## src/rtl/adcscan_pkg.sv

```systemverilog
package adcscan_pkg;

   // Width of the stored raw converter code.
   localparam int SAMPLE_BITS = 12;

   typedef logic [SAMPLE_BITS-1:0] sample_type;
   typedef logic [3:0]             chan_type;
   typedef logic [1:0]             op_type;
   typedef logic [2:0]             cmd_type;
   typedef logic [1:0]             pin_type;

   localparam op_type OP_ENABLE  = 2'd0;
   localparam op_type OP_DISABLE = 2'd1;
   localparam op_type OP_READ    = 2'd2;
   localparam op_type OP_POLL    = 2'd3;

   localparam cmd_type CMD_NONE       = 3'd0;
   localparam cmd_type CMD_POWER_UP   = 3'd1;
   localparam cmd_type CMD_POWER_DOWN = 3'd2;
   localparam cmd_type CMD_CALIBRATE  = 3'd3;
   localparam cmd_type CMD_CONVERT    = 3'd4;

   localparam pin_type PIN_NONE     = 2'd0;
   localparam pin_type PIN_ANALOG   = 2'd1;
   localparam pin_type PIN_FLOATING = 2'd2;

   localparam logic [1:0] BANK_A = 2'd0;
   localparam logic [1:0] BANK_B = 2'd1;
   localparam logic [1:0] BANK_C = 2'd2;

   typedef enum logic [2:0] {
      PH_SETUP   = 3'd0,
      PH_START   = 3'd1,
      PH_CONVERT = 3'd2,
      PH_BUSY    = 3'd3,
      PH_RESUME  = 3'd4
   } phase_type;

   typedef struct packed {
      op_type     op;
      logic [1:0] bank;
      logic [3:0] port;
      logic       conv_done;
      sample_type conv_sample;
   } req_type;

   typedef struct packed {
      logic       status;
      sample_type value;
      cmd_type    adc_command;
      chan_type   command_channel;
      pin_type    pin_action;
   } rsp_type;

endpackage

```

## src/rtl/adc_channel_scan_controller_top.sv

```systemverilog
// A result is registered and presented in the cycle after its request transfer.
// Throughput: one request per cycle; all work is a single combinational pass
// between the request handshake and the result register, with a new request
// taken whenever the result register is empty or being drained.
// Reset (synchronous, active high) returns the phase to setup, clears the
// enable mask, scan counters and reading valid bits; unread readings give zero.
module adc_channel_scan_controller_top
   import adcscan_pkg::*;
#(
   parameter int NUM_CHANNELS = 16
) (
   input  logic    clock,
   input  logic    reset,
   input  logic    req_valid,
   output logic    req_ready,
   input  req_type req_data,
   output logic    rsp_valid,
   input  logic    rsp_ready,
   output rsp_type rsp_data
);

   localparam int CH_W  = $clog2(NUM_CHANNELS);
   localparam int CNT_W = $clog2(NUM_CHANNELS + 1);

   typedef logic [CH_W-1:0]  idx_type;
   typedef logic [CNT_W-1:0] cnt_type;

   phase_type               phase_ff, phase_in;
   logic [NUM_CHANNELS-1:0] enable_mask_ff, enable_mask_in;
   idx_type                 scan_list_ff [NUM_CHANNELS];
   idx_type                 snap_list    [NUM_CHANNELS];
   cnt_type                 scan_count_ff, scan_count_in;
   cnt_type                 scan_pos_ff, scan_pos_in;
   sample_type              readings_ff  [NUM_CHANNELS];
   logic [NUM_CHANNELS-1:0] readings_valid_ff, readings_valid_in;
   logic                    snap_en;
   logic                    sample_wr;
   idx_type                 sample_ch;
   logic                    rsp_valid_ff, rsp_valid_in;
   rsp_type                 rsp_data_ff, rsp_data_in;

   logic                    req_fire;
   logic                    pin_ok;
   logic [3:0]              ch_raw;
   logic                    ch_ok;
   idx_type                 ch_idx;
   idx_type                 cur_ch;
   cnt_type                 pos_inc;
   cnt_type                 snap_cnt;

   assign req_ready = !rsp_valid_ff || rsp_ready;
   assign req_fire  = req_valid && req_ready;
   assign rsp_valid = rsp_valid_ff;
   assign rsp_data  = rsp_data_ff;

   // Pin to channel mapping.
   always_comb begin
      pin_ok = 1'b0;
      ch_raw = 4'd0;
      case (req_data.bank)
         BANK_A: begin
            pin_ok = req_data.port < 4'd8;
            ch_raw = req_data.port;
         end
         BANK_B: begin
            pin_ok = req_data.port < 4'd2;
            ch_raw = req_data.port + 4'd8;
         end
         BANK_C: begin
            pin_ok = req_data.port < 4'd6;
            ch_raw = req_data.port + 4'd10;
         end
         default: begin
            pin_ok = 1'b0;
            ch_raw = 4'd0;
         end
      endcase
      ch_ok  = pin_ok && ({1'b0, ch_raw} < 5'(NUM_CHANNELS));
      ch_idx = ch_raw[CH_W-1:0];
   end

   // Compaction of the enable mask into an ascending channel list.
   always_comb begin
      snap_cnt = '0;
      for (int i = 0; i < NUM_CHANNELS; i++) begin
         snap_list[i] = '0;
      end
      for (int i = 0; i < NUM_CHANNELS; i++) begin
         if (enable_mask_ff[i]) begin
            snap_list[snap_cnt[CH_W-1:0]] = CH_W'(i);
            snap_cnt = snap_cnt + cnt_type'(1);
         end
      end
   end

   assign cur_ch  = scan_list_ff[scan_pos_ff[CH_W-1:0]];
   assign pos_inc = scan_pos_ff + cnt_type'(1);

   always_comb begin
      logic [NUM_CHANNELS-1:0] bit_sel;
      bit_sel           = '0;
      bit_sel[ch_idx]   = 1'b1;
      phase_in          = phase_ff;
      enable_mask_in    = enable_mask_ff;
      scan_count_in     = scan_count_ff;
      scan_pos_in       = scan_pos_ff;
      readings_valid_in = readings_valid_ff;
      snap_en           = 1'b0;
      sample_wr         = 1'b0;
      sample_ch         = cur_ch;
      rsp_valid_in      = rsp_valid_ff && !rsp_ready;
      rsp_data_in       = rsp_data_ff;

      if (req_fire) begin
         rsp_valid_in                = 1'b1;
         rsp_data_in.status          = 1'b0;
         rsp_data_in.value           = '0;
         rsp_data_in.adc_command     = CMD_NONE;
         rsp_data_in.command_channel = '0;
         rsp_data_in.pin_action      = PIN_NONE;

         if (req_data.op == OP_POLL) begin
            if (enable_mask_ff != '0) begin
               case (phase_ff)
                  PH_SETUP: begin
                     rsp_data_in.adc_command = CMD_CALIBRATE;
                     phase_in = PH_START;
                  end
                  PH_START: begin
                     snap_en       = 1'b1;
                     scan_count_in = snap_cnt;
                     scan_pos_in   = '0;
                     phase_in      = PH_CONVERT;
                  end
                  PH_CONVERT: begin
                     rsp_data_in.adc_command     = CMD_CONVERT;
                     rsp_data_in.command_channel = chan_type'(cur_ch);
                     phase_in = PH_BUSY;
                  end
                  PH_BUSY: begin
                     if (req_data.conv_done) begin
                        sample_wr                 = 1'b1;
                        readings_valid_in[cur_ch] = 1'b1;
                        scan_pos_in               = pos_inc;
                        if (pos_inc >= scan_count_ff) begin
                           rsp_data_in.adc_command = CMD_POWER_UP;
                           phase_in = PH_RESUME;
                        end else begin
                           phase_in = PH_CONVERT;
                        end
                     end
                  end
                  PH_RESUME: begin
                     phase_in = PH_SETUP;
                  end
                  default: begin
                     rsp_data_in.adc_command = CMD_POWER_DOWN;
                     phase_in = PH_SETUP;
                  end
               endcase
            end
         end else if (!ch_ok) begin
            rsp_data_in.status = 1'b1;
         end else begin
            case (req_data.op)
               OP_ENABLE: begin
                  // The first enabled channel powers up and clears all readings.
                  if (enable_mask_ff == '0) begin
                     rsp_data_in.adc_command = CMD_POWER_UP;
                     readings_valid_in = '0;
                     phase_in = PH_SETUP;
                  end
                  if (!enable_mask_ff[ch_idx]) begin
                     rsp_data_in.pin_action = PIN_ANALOG;
                     enable_mask_in = enable_mask_ff | bit_sel;
                  end
               end
               OP_DISABLE: begin
                  if (enable_mask_ff[ch_idx]) begin
                     rsp_data_in.pin_action = PIN_FLOATING;
                     enable_mask_in = enable_mask_ff & ~bit_sel;
                  end
                  if (enable_mask_in == '0) begin
                     rsp_data_in.adc_command = CMD_POWER_DOWN;
                     phase_in = PH_SETUP;
                  end
               end
               default: begin
                  if (enable_mask_ff[ch_idx]) begin
                     rsp_data_in.value = readings_valid_ff[ch_idx] ?
                                         readings_ff[ch_idx] : '0;
                  end else begin
                     rsp_data_in.status = 1'b1;
                  end
               end
            endcase
         end
      end
   end

   always_ff @(posedge clock) begin
      if (reset) begin
         phase_ff          <= PH_SETUP;
         enable_mask_ff    <= '0;
         scan_count_ff     <= '0;
         scan_pos_ff       <= '0;
         readings_valid_ff <= '0;
         rsp_valid_ff      <= 1'b0;
      end else begin
         phase_ff          <= phase_in;
         enable_mask_ff    <= enable_mask_in;
         scan_count_ff     <= scan_count_in;
         scan_pos_ff       <= scan_pos_in;
         readings_valid_ff <= readings_valid_in;
         rsp_valid_ff      <= rsp_valid_in;
      end
   end

   always_ff @(posedge clock) begin
      rsp_data_ff <= rsp_data_in;
      if (snap_en) begin
         scan_list_ff <= snap_list;
      end
      if (sample_wr) begin
         readings_ff[sample_ch] <= req_data.conv_sample;
      end
   end

endmodule

```

## config.mk

```make
export PLATFORM = sky130hd
export DESIGN_NAME = adc_channel_scan_controller_top
export DESIGN_NICKNAME = d
export VERILOG_FILES = /design/src/rtl/adcscan_pkg.sv /design/src/rtl/adc_channel_scan_controller_top.sv
export SDC_FILE = /design/constraint.sdc
export NUM_CORES = 1
export LEC_CHECK = 0
export BUFFER_PORTS_ARGS = -buffer_cell sky130_fd_sc_hd__clkbuf_2
export CAP_MARGIN = 15
export CORE_MARGIN = 4
export CORE_UTILIZATION = 50
export DETAILED_ROUTE_END_ITERATION = 8
export PLACE_DENSITY = 0.72
export REMOVE_ABC_BUFFERS = 1
export SKIP_CTS_REPAIR_TIMING = 1
export SLEW_MARGIN = 0
export SYNTH_ARGS = -nofsm -noshare
export SYNTH_HDL_FRONTEND = slang
export SYNTH_SLANG_ARGS = --single-unit
```

## constraint.sdc

```tcl
create_clock -name clock -period 18.02 [get_ports clock]
set_clock_uncertainty 0.1 [all_clocks]
set_input_delay 1.802 -clock clock [delete_from_list [all_inputs] [get_ports clock]]
set_output_delay 1.802 -clock clock [all_outputs]
set_load 0.02 [all_outputs]
```

==> impl_summary.txt <==
----------------------------------------------------
[Synth]
  Synth Instances ... 1,800
  Area share of and/or/nand/nor cells after synthesis ... roughly 15%
  Top_reg_cell synth ... sky130_fd_sc_hd__edfxtp_1
  Largest cells by area after synthesis ... sky130_fd_sc_hd__edfxtp_1 44%, sky130_fd_sc_hd__dfxtp_1 4.9%, sky130_fd_sc_hd__nor2_1 4.4%, sky130_fd_sc_hd__ha_1 4.1%, sky130_fd_sc_hd__nand2_1 3.2%
  Proportion of synthesized flip-flops having asynchronous set or reset ... 0%
  Combinational family with the most area after synthesis ... compound AO/OA/AOI/OAI gates
  Summed instance area of the synthesized netlist ... ~19,000 um^2
  Post-synthesis xor/xnor area fraction ... between 4 and 5%
  Seq/Total Area, Yosys ... around half
  Synth top area share ... ~44%
  Cell type with the highest aggregate area in the netlist ... sky130_fd_sc_hd__edfxtp_1
  Share of the synthesized area in compound gates (AO/OA/AOI/OAI) ... between 10% and 20%
  Synth Area in Adders ... between 4 and 5%
  Mean cell area of the mapped netlist ... 10.5 um^2
  Number of distinct library cell variants in the gate-level netlist after synthesis ... 84
  Number of warnings printed during yosys synthesis ... 0
  Mux share of post-synthesis cell area ... under 10%
  Most frequent cells after synthesis ... 278 x sky130_fd_sc_hd__edfxtp_1, 223 x sky130_fd_sc_hd__nor2_1, 160 x sky130_fd_sc_hd__nand2_1, 93 x sky130_fd_sc_hd__o21ai_0, 93 x sky130_fd_sc_hd__o22ai_1
  Number of flops mapped to enable cells by yosys ... 278
  Most numerous cell in the Yosys netlist ... sky130_fd_sc_hd__edfxtp_1
  Synth Register Bits ... around 320

[CTS]
  CTS tree ... done
  Clock Root Buffer ... sky130_fd_sc_hd__clkbuf_16
  Clock Latency Late Sink ... around 0.55 ns
  CTS max path bufs ... 3
  Clock transition at path regs ... ~0.060 ns
  Clock H-tree levels ... 2
  Number of CTS-inserted buffers ... 34
  Number of sinks on the clock net ... around 320

[Power and ir drop]
  Power density over the cells ... roughly 78 nW/um^2
  Leak pwr ... approximately 7.0 nW
  Total power consumption of the routed design ... 0.00162 W
  VDD IR max ... 0.0599 mV

[STA]
  Worst slack on hold paths ... around 0.37 ns
  Worst slew pin tran ... around 1.1 ns
  Share of the clock period used by the worst path after layout ... about 70%
  Total Negative Setup Slacks ... 0 ns
  Final Critical Period ... around 12 ns
  Final max-slew violation count ... 0
  Remaining max-slew budget at the tightest pin ... around 27%
  Final number of hold-violating endpoints ... 0
  Unrepaired setup endpoints after global routing ... false
  Fmax ... 81.0 MHz
  Number of setup violations in the final report ... 0

[Worst setup path]
  CP Data Required Time ... between 15 and 20 ns
  Capturing element type of the critical path ... flop
  Setup CP Type ... reg -> reg
  Critical-path top delay cell ... sky130_fd_sc_hd__fa_1
  Worst Path Max Fanout ... 15
  Flop2flop setup slack ... ~5.7 ns
  Critical Path Max Stage Delay ... 0.87 ns
  Source of the worst register-to-register timing path ... enable_mask_ff[2]
  Number of cells on the worst reg-to-reg path ... 43
  Cell mode on critical path ... sky130_fd_sc_hd__ha_1
  Worst path arrival time ... roughly 13 ns
  Launching element type of the critical path ... flop
  FF-to-FF End ... scan_list_ff[53]

[Outcome]
  Status ... completed

[Floorplan]
  Number of top-level pins ... between 40 and 50
  Width of the die ... just over 200 um
  Die Footprint ... between 40,000 and 50,000 um^2
  Core area ... about 37,000 um^2
  Die Ht ... between 200 and 250 um
  Std-Cell Rows ... between 70 and 80
  Initial Util ... around half

[Flow run]
  Max_cap viols ... 0

[Route]
  Average detailed-routed wire length per instance ... between 20 and 30 um
  TritonRoute pass-1 iters ... 7
  Number of remaining DRC errors ... 0
  Final routed wirelength across all metal layers ... roughly 59 mm
  Routed vias ... roughly 16,000
  Residual antenna-violating net count after detailed routing ... 0
  Post-DR vias/cell ... around 6.6
  Count of routing violations after the opening detailed-route iteration ... approximately 2,400

[Finish]
  Fillers ... roughly 3,200
  Inserted Diodes ... 0
  Area added between synthesis and finish ... 10.3%
  Final-stage net count ... 1,914
  Fraction of final layout cells with drive strength greater than 1 ... between 10% and 20%

[Global routing]
  Global route total overflow ... 0
  Vias in the first global route ... 14,352
  Pin count of the biggest net entering global routing ... 71
  Global-route usage over all layers ... between 20 and 30%
  Initial antenna violation count ... 2
  First-pass GRT wire length ... ~90 mm

[Min path]
  Hold Startpoint ... readings_valid_ff[14]
  Hold Path Sink ... readings_valid_ff[14]
  Count of cells along the worst hold path ... 1
  Type of the worst min-delay path ... reg -> reg

[Placed design]
  Routability cong. ... between 0.9 and 1
  Half-perimeter wire length after detailed placement ... between 40 and 50 mm
  Port-buffer cells ... 48

----------------------------------------------------
## placed cells by master (no fill, tap or decap), drive strengths merged, types with 15 or more instances in the layout
| cell type | Yosys | final |
|---|---|---|
| a21oi | 83 | 83 |
| a222oi | 48 | 48 |
| and2 | 18 | 18 |
| buf | 19 | 39 |
| clkbuf | 77 | 93 |
| dfxtp | 46 | 46 |
| edfxtp | 278 | 278 |
| ha | 62 | 62 |
| inv | 42 | 46 |
| mux2 | 51 | 51 |
| mux2i | 23 | 23 |
| mux4 | 19 | 19 |
| nand2 | 163 | 163 |
| nand2b | 19 | 19 |
| nand3 | 42 | 42 |
| nor2 | 223 | 223 |
| nor3 | 41 | 41 |
| o21a | 27 | 27 |
| o21ai | 100 | 100 |
| o22a | 15 | 15 |
| o22ai | 93 | 93 |
| or2 | 18 | 18 |
| or3 | 28 | 28 |
| xnor2 | 46 | 46 |
## how the worst max path moves through the flow
| stage | slack (ns) | cells past startpoint | from | end |
|---|---|---|---|---|
| 2_1_floorplan | 7.42 | 47 | enable_mask_ff[2] | scan_count_ff[4] |
| 3_3_place_gp | 6.36 | 47 | enable_mask_ff[2] | scan_count_ff[4] |
| 3_5_place_dp | 5.81 | 47 | enable_mask_ff[2] | scan_count_ff[4] |
| 4_1_cts | 5.75 | 47 | enable_mask_ff[2] | scan_count_ff[4] |
| 5_1_grt | 4.58 | 44 | enable_mask_ff[2] | scan_list_ff[2] |
| 6_report | 5.67 | 43 | enable_mask_ff[2] | scan_list_ff[53] |
## where the power goes
group | internal, W | switching, W
sequential | 0.000814 | 0.00000121
combinational | 0.0000316 | 0.0000649
clock | 0.000418 | 0.000294
## critical path: cells and delay by family, from the launching register on
| kind | cells | cell delay [ns] |
|---|---|---|
| adder cells (fa/ha/maj) | 13 | 4.69 |
| AO/OA/AOI/OAI | 9 | 2.23 |
| AND/OR/NAND/NOR | 10 | 2.00 |
| multiplexers | 5 | 1.57 |
| buffers and inverters | 6 | 0.88 |
| flip-flops | 1 | 0.58 |
## state kept, by name, summed over array words and instances, names as in the netlist
signal / count
enable_mask_ff: 16
phase_ff: 3
readings_ff: 192
readings_valid_ff: 16
rsp_data: 22
rsp_valid: 1
scan_count_ff: 5
scan_list_ff: 64
scan_pos_ff: 5
## cell families (layout without fill, tap and decap cells)
| logic type | Yosys count | in the layout |
|---|---|---|
| simple gates | 612 | 612 |
| buf+inv | 139 | 191 |
| flops | 324 | 324 |
| compound gates | 506 | 506 |
| fa+ha+maj | 63 | 63 |
| xor+xnor | 63 | 63 |
| mux | 93 | 93 |
## layer usage
| layer | vias up | share of wire [%] | GRT usage [%] |
|---|---|---|---|
| met1 | 7613 | 42 | 40.7 |
| li1 | 6969 | - | - |
| met5 | - | 0 | 0 |
| met3 | 83 | 11 | 6.47 |
| met4 | 0 | 2.0 | 6.52 |
| met2 | 885 | 45 | 42.7 |
## final cells by class
cell class                 count  area [um^2]  area share (%)
clock buffer                  46          946            4.53
inverter                      43          164           0.784
clock inverter                16          201           0.964
sequential                   324         9270            44.4
tap                          511          639            3.06
timing repair buffer          86          523            2.50
multi-input combinational   1337         9160            43.8
## per-stage QoR
stage | setup slack (ns) | instance area, um^2 | std cells | util [%]
after floorplan | 7.42 | 18600 | 1704 | -
after global placement | 6.36 | 19700 | 2300 | 52.7
after detailed placement | 5.81 | 19700 | 2300 | 52.7
after CTS | 5.75 | 20900 | 2362 | 55.7
after global routing | 4.58 | 20900 | 2363 | 55.7
final | 5.67 | 20900 | 2363 | 55.7
Power figures use the tool's default switching activity.
